==> src/hw/rtl/rtpl16_pkg.sv <==
package rtpl16_pkg;

   // Item kinds on the request channel
   typedef enum logic {
      OP_SAMPLE = 1'b0,
      OP_STATUS = 1'b1
   } opcode_type;

   // Configuration register indexes
   localparam logic CSR_PAYLOAD_TYPE = 1'b0;
   localparam logic CSR_SOURCE_ID    = 1'b1;

   localparam int unsigned CSR_INDEX_W = 1;
   localparam int unsigned CSR_DATA_W  = 32;

   // RTP version 2, no padding, no extension, no CSRC
   localparam logic [7:0] RTP_FIRST_BYTE = 8'h80;

   // Byte positions within one command: header 0..11, sample 12..13
   localparam logic [3:0] IDX_FIRST     = 4'd0;
   localparam logic [3:0] IDX_PT        = 4'd1;
   localparam logic [3:0] IDX_SEQ_HI    = 4'd2;
   localparam logic [3:0] IDX_SEQ_LO    = 4'd3;
   localparam logic [3:0] IDX_TS_3      = 4'd4;
   localparam logic [3:0] IDX_TS_2      = 4'd5;
   localparam logic [3:0] IDX_TS_1      = 4'd6;
   localparam logic [3:0] IDX_TS_0      = 4'd7;
   localparam logic [3:0] IDX_SSRC_3    = 4'd8;
   localparam logic [3:0] IDX_SSRC_2    = 4'd9;
   localparam logic [3:0] IDX_SSRC_1    = 4'd10;
   localparam logic [3:0] IDX_SSRC_0    = 4'd11;
   localparam logic [3:0] IDX_SAMPLE_HI = 4'd12;
   localparam logic [3:0] IDX_SAMPLE_LO = 4'd13;

   // Command queue depth
   localparam int unsigned QUEUE_DEPTH = 4;

   typedef struct packed {
      opcode_type         opcode;
      logic signed [15:0] sample;
      logic               last_sample;
      logic               send_ok;
   } req_type;

   typedef struct packed {
      logic [7:0] data_byte;
      logic       end_of_packet;
      logic       aborted;
   } rsp_type;

   // One queued unit of output work
   typedef struct packed {
      logic        header;
      logic        abort;
      logic        last;
      logic [15:0] sample;
      logic [15:0] seq;
      logic [31:0] ts;
   } cmd_type;

   // Front to queue
   typedef struct packed {
      logic    push;
      cmd_type cmd;
   } push_type;

   // Queue to back
   typedef struct packed {
      logic    valid;
      cmd_type cmd;
   } head_type;

endpackage

==> src/hw/rtl/rtpl16_front.sv <==
module rtpl16_front
   import rtpl16_pkg::*;
#(
   parameter int unsigned MAX_SAMPLES = 160
) (
   input  logic     clock,
   input  logic     reset,
   input  logic     req_valid,
   output logic     req_stall,
   input  req_type  req_data,
   input  logic     queue_full,
   output push_type push_out
);

   localparam logic [7:0] MaxSamples = 8'(MAX_SAMPLES);

   logic [15:0] seq_ff,        seq_in;
   logic [31:0] ts_ff,         ts_in;
   logic [7:0]  count_ff,      count_in;
   logic        open_ff,       open_in;
   logic [7:0]  finished_ff,   finished_in;
   logic        discarding_ff, discarding_in;

   logic       accept;
   logic [7:0] count_now;
   logic [7:0] count_next;
   logic       over_limit;

   assign req_stall  = queue_full;
   assign accept     = req_valid && !queue_full;
   assign count_now  = open_ff ? count_ff : 8'd0;
   assign count_next = count_now + 8'd1;
   assign over_limit = count_now >= MaxSamples;

   // Classify the item and update the packet state
   always_comb begin
      seq_in        = seq_ff;
      ts_in         = ts_ff;
      count_in      = count_ff;
      open_in       = open_ff;
      finished_in   = finished_ff;
      discarding_in = discarding_ff;
      push_out      = '0;
      push_out.cmd.header = !open_ff;
      push_out.cmd.abort  = over_limit;
      push_out.cmd.last   = req_data.last_sample;
      push_out.cmd.sample = req_data.sample;
      push_out.cmd.seq    = seq_ff;
      push_out.cmd.ts     = ts_ff;
      if (accept) begin
         unique case (req_data.opcode)
            OP_STATUS: begin
               if (finished_ff != 8'd0) begin
                  if (req_data.send_ok) begin
                     seq_in = seq_ff + 16'd1;
                     ts_in  = ts_ff + {24'd0, finished_ff};
                  end
                  finished_in = 8'd0;
               end
            end
            OP_SAMPLE: begin
               priority if (discarding_ff) begin
                  if (req_data.last_sample) begin
                     discarding_in = 1'b0;
                  end
               end else if (over_limit) begin
                  push_out.push = 1'b1;
                  open_in       = 1'b0;
                  count_in      = 8'd0;
                  discarding_in = !req_data.last_sample;
               end else begin
                  push_out.push = 1'b1;
                  if (req_data.last_sample) begin
                     finished_in = count_next;
                     open_in     = 1'b0;
                     count_in    = 8'd0;
                  end else begin
                     open_in  = 1'b1;
                     count_in = count_next;
                  end
               end
            end
            default: begin
            end
         endcase
      end
   end

   always_ff @(posedge clock) begin
      if (reset) begin
         seq_ff        <= '0;
         ts_ff         <= '0;
         count_ff      <= '0;
         open_ff       <= 1'b0;
         finished_ff   <= '0;
         discarding_ff <= 1'b0;
      end else begin
         seq_ff        <= seq_in;
         ts_ff         <= ts_in;
         count_ff      <= count_in;
         open_ff       <= open_in;
         finished_ff   <= finished_in;
         discarding_ff <= discarding_in;
      end
   end

endmodule

==> src/hw/rtl/rtpl16_queue.sv <==
module rtpl16_queue
   import rtpl16_pkg::*;
(
   input  logic     clock,
   input  logic     reset,
   input  push_type push_in,
   output logic     full,
   output head_type head,
   input  logic     pop
);

   localparam int unsigned PtrW = $clog2(QUEUE_DEPTH);

   cmd_type         entry_ff [QUEUE_DEPTH];
   logic [PtrW-1:0] wr_ptr_ff, wr_ptr_in;
   logic [PtrW-1:0] rd_ptr_ff, rd_ptr_in;
   logic [PtrW:0]   fill_ff,   fill_in;

   logic do_push;
   logic do_pop;

   assign full       = fill_ff == (PtrW + 1)'(QUEUE_DEPTH);
   assign head.valid = fill_ff != '0;
   assign head.cmd   = entry_ff[rd_ptr_ff];
   assign do_push    = push_in.push && !full;
   assign do_pop     = pop && head.valid;

   // Advance pointers and fill level
   always_comb begin
      wr_ptr_in = do_push ? wr_ptr_ff + PtrW'(1) : wr_ptr_ff;
      rd_ptr_in = do_pop ? rd_ptr_ff + PtrW'(1) : rd_ptr_ff;
      fill_in   = fill_ff;
      if (do_push && !do_pop) begin
         fill_in = fill_ff + (PtrW + 1)'(1);
      end else if (do_pop && !do_push) begin
         fill_in = fill_ff - (PtrW + 1)'(1);
      end
   end

   always_ff @(posedge clock) begin
      if (reset) begin
         wr_ptr_ff <= '0;
         rd_ptr_ff <= '0;
         fill_ff   <= '0;
      end else begin
         wr_ptr_ff <= wr_ptr_in;
         rd_ptr_ff <= rd_ptr_in;
         fill_ff   <= fill_in;
      end
   end

   // Store the command
   always_ff @(posedge clock) begin
      if (do_push) begin
         entry_ff[wr_ptr_ff] <= push_in.cmd;
      end
   end

endmodule

==> src/hw/rtl/rtpl16_back.sv <==
module rtpl16_back
   import rtpl16_pkg::*;
(
   input  logic                   clock,
   input  logic                   reset,
   input  logic                   csr_wr_en,
   input  logic [CSR_INDEX_W-1:0] csr_index,
   input  logic [CSR_DATA_W-1:0]  csr_wdata,
   input  head_type               head,
   output logic                   pop,
   output logic                   rsp_valid,
   input  logic                   rsp_stall,
   output rsp_type                rsp_data
);

   logic [6:0]  payload_type_ff;
   logic [31:0] source_id_ff;

   logic        busy_ff,  busy_in;
   logic [3:0]  idx_ff,   idx_in;
   logic        valid_ff, valid_in;
   rsp_type     data_ff,  data_in;

   logic       load;
   logic       emit;
   logic [3:0] idx_now;
   logic       last_byte;
   rsp_type    byte_now;

   assign load      = !valid_ff || !rsp_stall;
   assign emit      = head.valid && load;
   assign idx_now   = busy_ff ? idx_ff : (head.cmd.header ? IDX_FIRST : IDX_SAMPLE_HI);
   assign last_byte = (head.cmd.abort && idx_now == IDX_SAMPLE_HI) || idx_now == IDX_SAMPLE_LO;
   assign pop       = emit && last_byte;
   assign rsp_valid = valid_ff;
   assign rsp_data  = data_ff;

   // Hold configuration registers
   always_ff @(posedge clock) begin
      if (reset) begin
         payload_type_ff <= 7'd96;
         source_id_ff    <= '0;
      end else if (csr_wr_en) begin
         unique case (csr_index)
            CSR_PAYLOAD_TYPE: payload_type_ff <= csr_wdata[6:0];
            CSR_SOURCE_ID:    source_id_ff    <= csr_wdata;
            default: begin
            end
         endcase
      end
   end

   // Select the byte at the current position
   always_comb begin
      byte_now = '0;
      unique case (idx_now)
         IDX_FIRST:     byte_now.data_byte = RTP_FIRST_BYTE;
         IDX_PT:        byte_now.data_byte = {1'b0, payload_type_ff};
         IDX_SEQ_HI:    byte_now.data_byte = head.cmd.seq[15:8];
         IDX_SEQ_LO:    byte_now.data_byte = head.cmd.seq[7:0];
         IDX_TS_3:      byte_now.data_byte = head.cmd.ts[31:24];
         IDX_TS_2:      byte_now.data_byte = head.cmd.ts[23:16];
         IDX_TS_1:      byte_now.data_byte = head.cmd.ts[15:8];
         IDX_TS_0:      byte_now.data_byte = head.cmd.ts[7:0];
         IDX_SSRC_3:    byte_now.data_byte = source_id_ff[31:24];
         IDX_SSRC_2:    byte_now.data_byte = source_id_ff[23:16];
         IDX_SSRC_1:    byte_now.data_byte = source_id_ff[15:8];
         IDX_SSRC_0:    byte_now.data_byte = source_id_ff[7:0];
         IDX_SAMPLE_HI: begin
            if (head.cmd.abort) begin
               byte_now.end_of_packet = 1'b1;
               byte_now.aborted       = 1'b1;
            end else begin
               byte_now.data_byte = head.cmd.sample[15:8];
            end
         end
         IDX_SAMPLE_LO: begin
            byte_now.data_byte     = head.cmd.sample[7:0];
            byte_now.end_of_packet = head.cmd.last;
         end
         default: begin
         end
      endcase
   end

   // Advance the sequencer and load the output register
   always_comb begin
      busy_in  = busy_ff;
      idx_in   = idx_ff;
      valid_in = valid_ff;
      data_in  = data_ff;
      if (load) begin
         valid_in = emit;
      end
      if (emit) begin
         data_in = byte_now;
         if (last_byte) begin
            busy_in = 1'b0;
         end else begin
            busy_in = 1'b1;
            idx_in  = idx_now + 4'd1;
         end
      end
   end

   always_ff @(posedge clock) begin
      if (reset) begin
         busy_ff  <= 1'b0;
         idx_ff   <= '0;
         valid_ff <= 1'b0;
      end else begin
         busy_ff  <= busy_in;
         idx_ff   <= idx_in;
         valid_ff <= valid_in;
      end
   end

   always_ff @(posedge clock) begin
      data_ff <= data_in;
   end

endmodule

==> src/hw/rtl/rtp_l16_packetizer.sv <==
// RTP packetizer for L16 PCM audio.
// Request channel (req_valid/req_stall/req_data): one item per sample or
// send-status report. The first sample of a packet yields a 12-byte RTP
// header followed by the two sample bytes; later samples yield two bytes.
// Status items and dropped samples yield no bytes.
// Response channel (rsp_valid/rsp_stall/rsp_data): one packet byte per item,
// end_of_packet on the last byte, aborted on the single marker byte of a
// packet that ran past MAX_SAMPLES samples.
// With the queue empty, an item is first written into the command queue; its
// first byte then goes into the output register and is presented from it.
// Throughput: the byte sequencer emits one byte per cycle while the receiver
// does not stall; a 4-entry command queue lets the front keep accepting while
// the sequencer works. Receiver stall holds the output register; the queue
// fills and then req_stall rises. Reset clears sequence number, timestamp,
// packet state and the queue, and sets payload type 96 and source id 0. The
// user makes CSR writes (csr_wr_en/csr_index/csr_wdata) while the block is
// idle; the block itself does not enforce this.
module rtp_l16_packetizer
   import rtpl16_pkg::*;
#(
   parameter int unsigned MAX_SAMPLES = 160
) (
   input  logic                   clock,
   input  logic                   reset,
   input  logic                   csr_wr_en,
   input  logic [CSR_INDEX_W-1:0] csr_index,
   input  logic [CSR_DATA_W-1:0]  csr_wdata,
   input  logic                   req_valid,
   output logic                   req_stall,
   input  req_type                req_data,
   output logic                   rsp_valid,
   input  logic                   rsp_stall,
   output rsp_type                rsp_data
);

   push_type push;
   head_type head;
   logic     queue_full;
   logic     pop;

   // Classify items and keep packet state
   rtpl16_front #(
      .MAX_SAMPLES(MAX_SAMPLES)
   ) u_front (
      .clock     (clock),
      .reset     (reset),
      .req_valid (req_valid),
      .req_stall (req_stall),
      .req_data  (req_data),
      .queue_full(queue_full),
      .push_out  (push)
   );

   // Buffer commands between front and back
   rtpl16_queue u_queue (
      .clock  (clock),
      .reset  (reset),
      .push_in(push),
      .full   (queue_full),
      .head   (head),
      .pop    (pop)
   );

   // Serialize commands into bytes
   rtpl16_back u_back (
      .clock    (clock),
      .reset    (reset),
      .csr_wr_en(csr_wr_en),
      .csr_index(csr_index),
      .csr_wdata(csr_wdata),
      .head     (head),
      .pop      (pop),
      .rsp_valid(rsp_valid),
      .rsp_stall(rsp_stall),
      .rsp_data (rsp_data)
   );

endmodule

==> config.mk <==
export PLATFORM = sky130hd
export DESIGN_NAME = rtp_l16_packetizer
export DESIGN_NICKNAME = d
export VERILOG_FILES = /design/src/hw/rtl/rtpl16_pkg.sv /design/src/hw/rtl/rtpl16_front.sv /design/src/hw/rtl/rtpl16_queue.sv /design/src/hw/rtl/rtpl16_back.sv /design/src/hw/rtl/rtp_l16_packetizer.sv
export SDC_FILE = /design/constraint.sdc
export NUM_CORES = 1
export LEC_CHECK = 0
export BUFFER_PORTS_ARGS = -buffer_cell sky130_fd_sc_hd__buf_4
export CAP_MARGIN = 20
export CELL_PAD_IN_SITES_DETAIL_PLACEMENT = 1
export CELL_PAD_IN_SITES_GLOBAL_PLACEMENT = 2
export CORE_MARGIN = 4
export CORE_UTILIZATION = 46
export CTS_BUF_LIST = sky130_fd_sc_hd__clkbuf_2 sky130_fd_sc_hd__clkbuf_4 sky130_fd_sc_hd__clkbuf_8
export DETAILED_ROUTE_END_ITERATION = 16
export PLACE_DENSITY_LB_ADDON = 0.1
export SYNTH_ARGS = -nofsm -noshare
export SYNTH_HDL_FRONTEND = slang
export SYNTH_SLANG_ARGS = --single-unit
==> constraint.sdc <==
create_clock -name clock -period 3.5 [get_ports clock]
set_input_delay 0.525 -clock clock [delete_from_list [all_inputs] [get_ports clock]]
set_output_delay 0.525 -clock clock [all_outputs]
set_load 0.05 [all_outputs]
==> results_dict.tcl <==
set metrics [dict create \
    fin_crit_sh_pct 87.0 \
    cp_slowest_stage_delay_ns 0.56 \
    cp.arrival_ns 3.56 \
    core.rowCount 68 \
    floorplan.core_area_mm2 0.0345 \
    root_buffer "clkbuf_8" \
    syn_nets 1210 \
    initial_utilization_pct 46.6 \
    dr_total_vias 9970 \
    fin_worst_skew_ns 0.0252 \
    critPathKind "reg -> reg" \
    antenna_cells 0 \
    drt-total-wl_mm 40.1 \
    grt_max_degree 78 \
    grt_pass1_wl_mm 63.1 \
    portBuffers 68 \
    ys.flop_type "edfxtp_1" \
    cts_tree "built" \
    critical_path_cell_count 9 \
    worstSetupStartpointType "flop" \
    dieArea_mm2 0.0381 \
    overflow 0 \
    syn_to_final_growth_pct 15.4 \
    wire_per_inst_um 23.0 \
    grt_pass1_vias 10600 \
    finalSetupTns_ns 0 \
    worst-path-buf-inv 1 \
    die_h_um 195 \
    slew_violations 0 \
    syn_area_mm2 0.0161 \
    hold_viol 0 \
    drc 0 \
    critical_path_required_ns 4.02 \
    min_period_ns 3.05 \
    cts_buffers 67 \
    ys_seq_area_share_pct 66.8 \
    slowest_stage "mux4_2" \
    hold_depth 1 \
    crit_family "adder cells" \
    drtAntennaViolNets 0 \
    nets 1316 \
    htreeDepth 3 \
    hp-class "in -> reg" \
    drive_gt1_share_pct 22.5 \
    drt_iter0_markers 558 \
    maxSlewHeadroom_pct 41.1 \
    rsz0062_at_grt "false" \
    synthCells 1131 \
    worstHoldStart "req_data[16]" \
    clk_pin_slew_ns 0.06 \
    routabilityCongestion 0.758 \
    synth-async-reset-ratio_pct 0 \
    io-pin-count 69 \
    yosys_warnings 0 \
    r2r_cells 9 \
    peakVddDrop_v 0.000328 \
    ff2ff_setup_slack_ns 0.45 \
    synth_area_per_cell_um2 14.2 \
    dr.pass1.iters 5 \
    end_kind "flop" \
    synth_edf_count 278 \
    cp_max_fo 7 \
    post-cts-setup-buffer-count 0 \
    cts_hold_buf 0 \
    cellPowerDensity_mw_per_mm2 561 \
    worst_pin_slew_ns 0.883 \
    max_freq_mhz 328 \
    grt_usage_pct 21.3 \
    ctsResizeCount 0 \
    setup-violations-final 0 \
    crit_chain "mux4_2 -> and3_1 -> o21ai_0 -> ha_1 -> inv_1 -> fa_1 -> xor2_1 -> or3_1 -> a21oi_1" \
    utilization_pct 53.8 \
    reg2reg_to "u_queue.fill_ff[2]" \
    antenna_found_initial 0 \
    outcome "finished, final reports clean" \
    synth-seq-cells 398 \
    leakagePower_nw 6.33 \
    maxCapViolCount 0 \
    final_area_mm2 0.0186 \
    synth_cell_types 57 \
    postPlaceCellArea_mm2 0.0172 \
    whs_endpoint "u_queue.entry_ff[1][62]" \
    dpl.hpwl_mm 27.1 \
    cts_buffer_depth 3 \
    clock-sinks 398 \
    dp_slack_ns 0.427 \
    viasPerCell 5.71 \
    power_w 0.0104 \
    fp.dieW_um 195 \
    clk_latency_ns 0.60 \
    setup_ws_ns 0.454 \
]
layout make-up:
type	instances	area, um^2
Clock buffer	98	1190
Clock inverter	25	123
Fill cell	3447	16000
Inverter	21	78.8
Multi-Input combinational cell	648	5010
Sequential cell	398	10800
Tap cell	455	569
Timing Repair Buffer	101	848
kinds of logic after synthesis:
kind of cell	share of synthesized area (%)
buffers and inverters	2.17
AND/OR/NAND/NOR	10.5
flip-flops	66.8
XOR/XNOR	1.85
multiplexers	9.58
AO/OA/AOI/OAI	7.32
adder cells (fa/ha/maj)	1.80
registers in the layout (all words and copies together), names as in the netlist, 2 cells and up, named ones only:
| register | flops |
|---|---|
| u_front.ts_ff | 32 |
| u_front.finished_ff | 8 |
| u_front.count_ff | 8 |
| u_front.seq_ff | 16 |
| u_back.rsp_data | 10 |
| u_back.source_id_ff | 32 |
| u_queue.fill_ff | 3 |
| u_back.payload_type_ff | 7 |
| u_back.idx_ff | 4 |
| u_queue.rd_ptr_ff | 2 |
| u_queue.wr_ptr_ff | 2 |
| u_queue.entry_ff | 268 |
worst max-delay path by stage:
stage	slack, ns	endpoint	start
after CTS	0.44	u_queue.fill_ff[2]	flop
after global placement	0.49	u_queue.fill_ff[2]	flop
after global routing	0.25	u_queue.fill_ff[2]	u_back.busy_ff
final	0.45	u_queue.fill_ff[2]	flop
after floorplan	0.36	u_queue.entry_ff[0][0]	u_queue.fill_ff[0]
after detailed placement	0.43	u_queue.fill_ff[2]	flop
per-layer routing:
layer | global-route usage [%] | vias up | routed length [um]
li1 | - | 4580 | -
met1 | 30.4 | 5105 | 18100
met2 | 34.1 | 237 | 19400
met3 | 4.11 | 48 | 1950
met4 | 5.46 | 0 | 603
met5 | 0 | - | 0
layout by cell type (no fill, tap or decap), drive strengths merged, types with 20 or more instances in the layout:
cell      n
mux4     67
dfxtp   120
edfxtp  278
clkbuf   98
buf     101
nand3    37
a21oi    70
xor2     24
ha       20
nand4    23
nand2   126
clkinv   20
a22oi    31
nor2     62
inv      22
Yosys cell counts (all sizes together), types with 3 or more instances:
library cell  count  share of area [%]
a211oi            8               0.37
a22oi            31                1.4
and2             14               0.54
and4b             4               0.25
or3              11               0.43
mux4             67                9.4
a221oi           10               0.54
nand2           126                2.9
a21oi            70                2.2
or3b              4               0.23
nand4b            4               0.22
a21o              5               0.23
o21ai            14               0.44
nor4              4               0.16
nand3            37                1.2
a31oi             3               0.12
ha               20                1.6
nand3b            4               0.19
nor2b             5               0.19
a22o              7               0.38
clkbuf           48                1.1
and4              3               0.16
or4              10               0.47
edfxtp          278                 52
xor2             24                1.3
nor2             62                1.4
a32oi            10               0.54
xnor2            10               0.54
and3             14               0.54
o31ai            11               0.51
nand4            23               0.89
inv              21               0.49
buf              16               0.54
dfxtp           120                 15
nor3             10               0.31
power by group:
group,total [W],internal [W],leakage (nW),switching [W]
sequential,0.00534,0.00523,3.50,0.000116
combinational,0.00105,0.000398,2.15,0.000657
clock,0.00401,0.00218,0.687,0.00183
through the flow:
stage          hold slack, ns  instances
2_1_floorplan           0.436       1131
4_1_cts                0.0898       1745
6_report                0.134       1746
3_5_place_dp            0.453       1622
3_3_place_gp            0.449       1621
5_1_grt                0.0900       1746
Note: power is estimated with default switching activity, not from simulation.
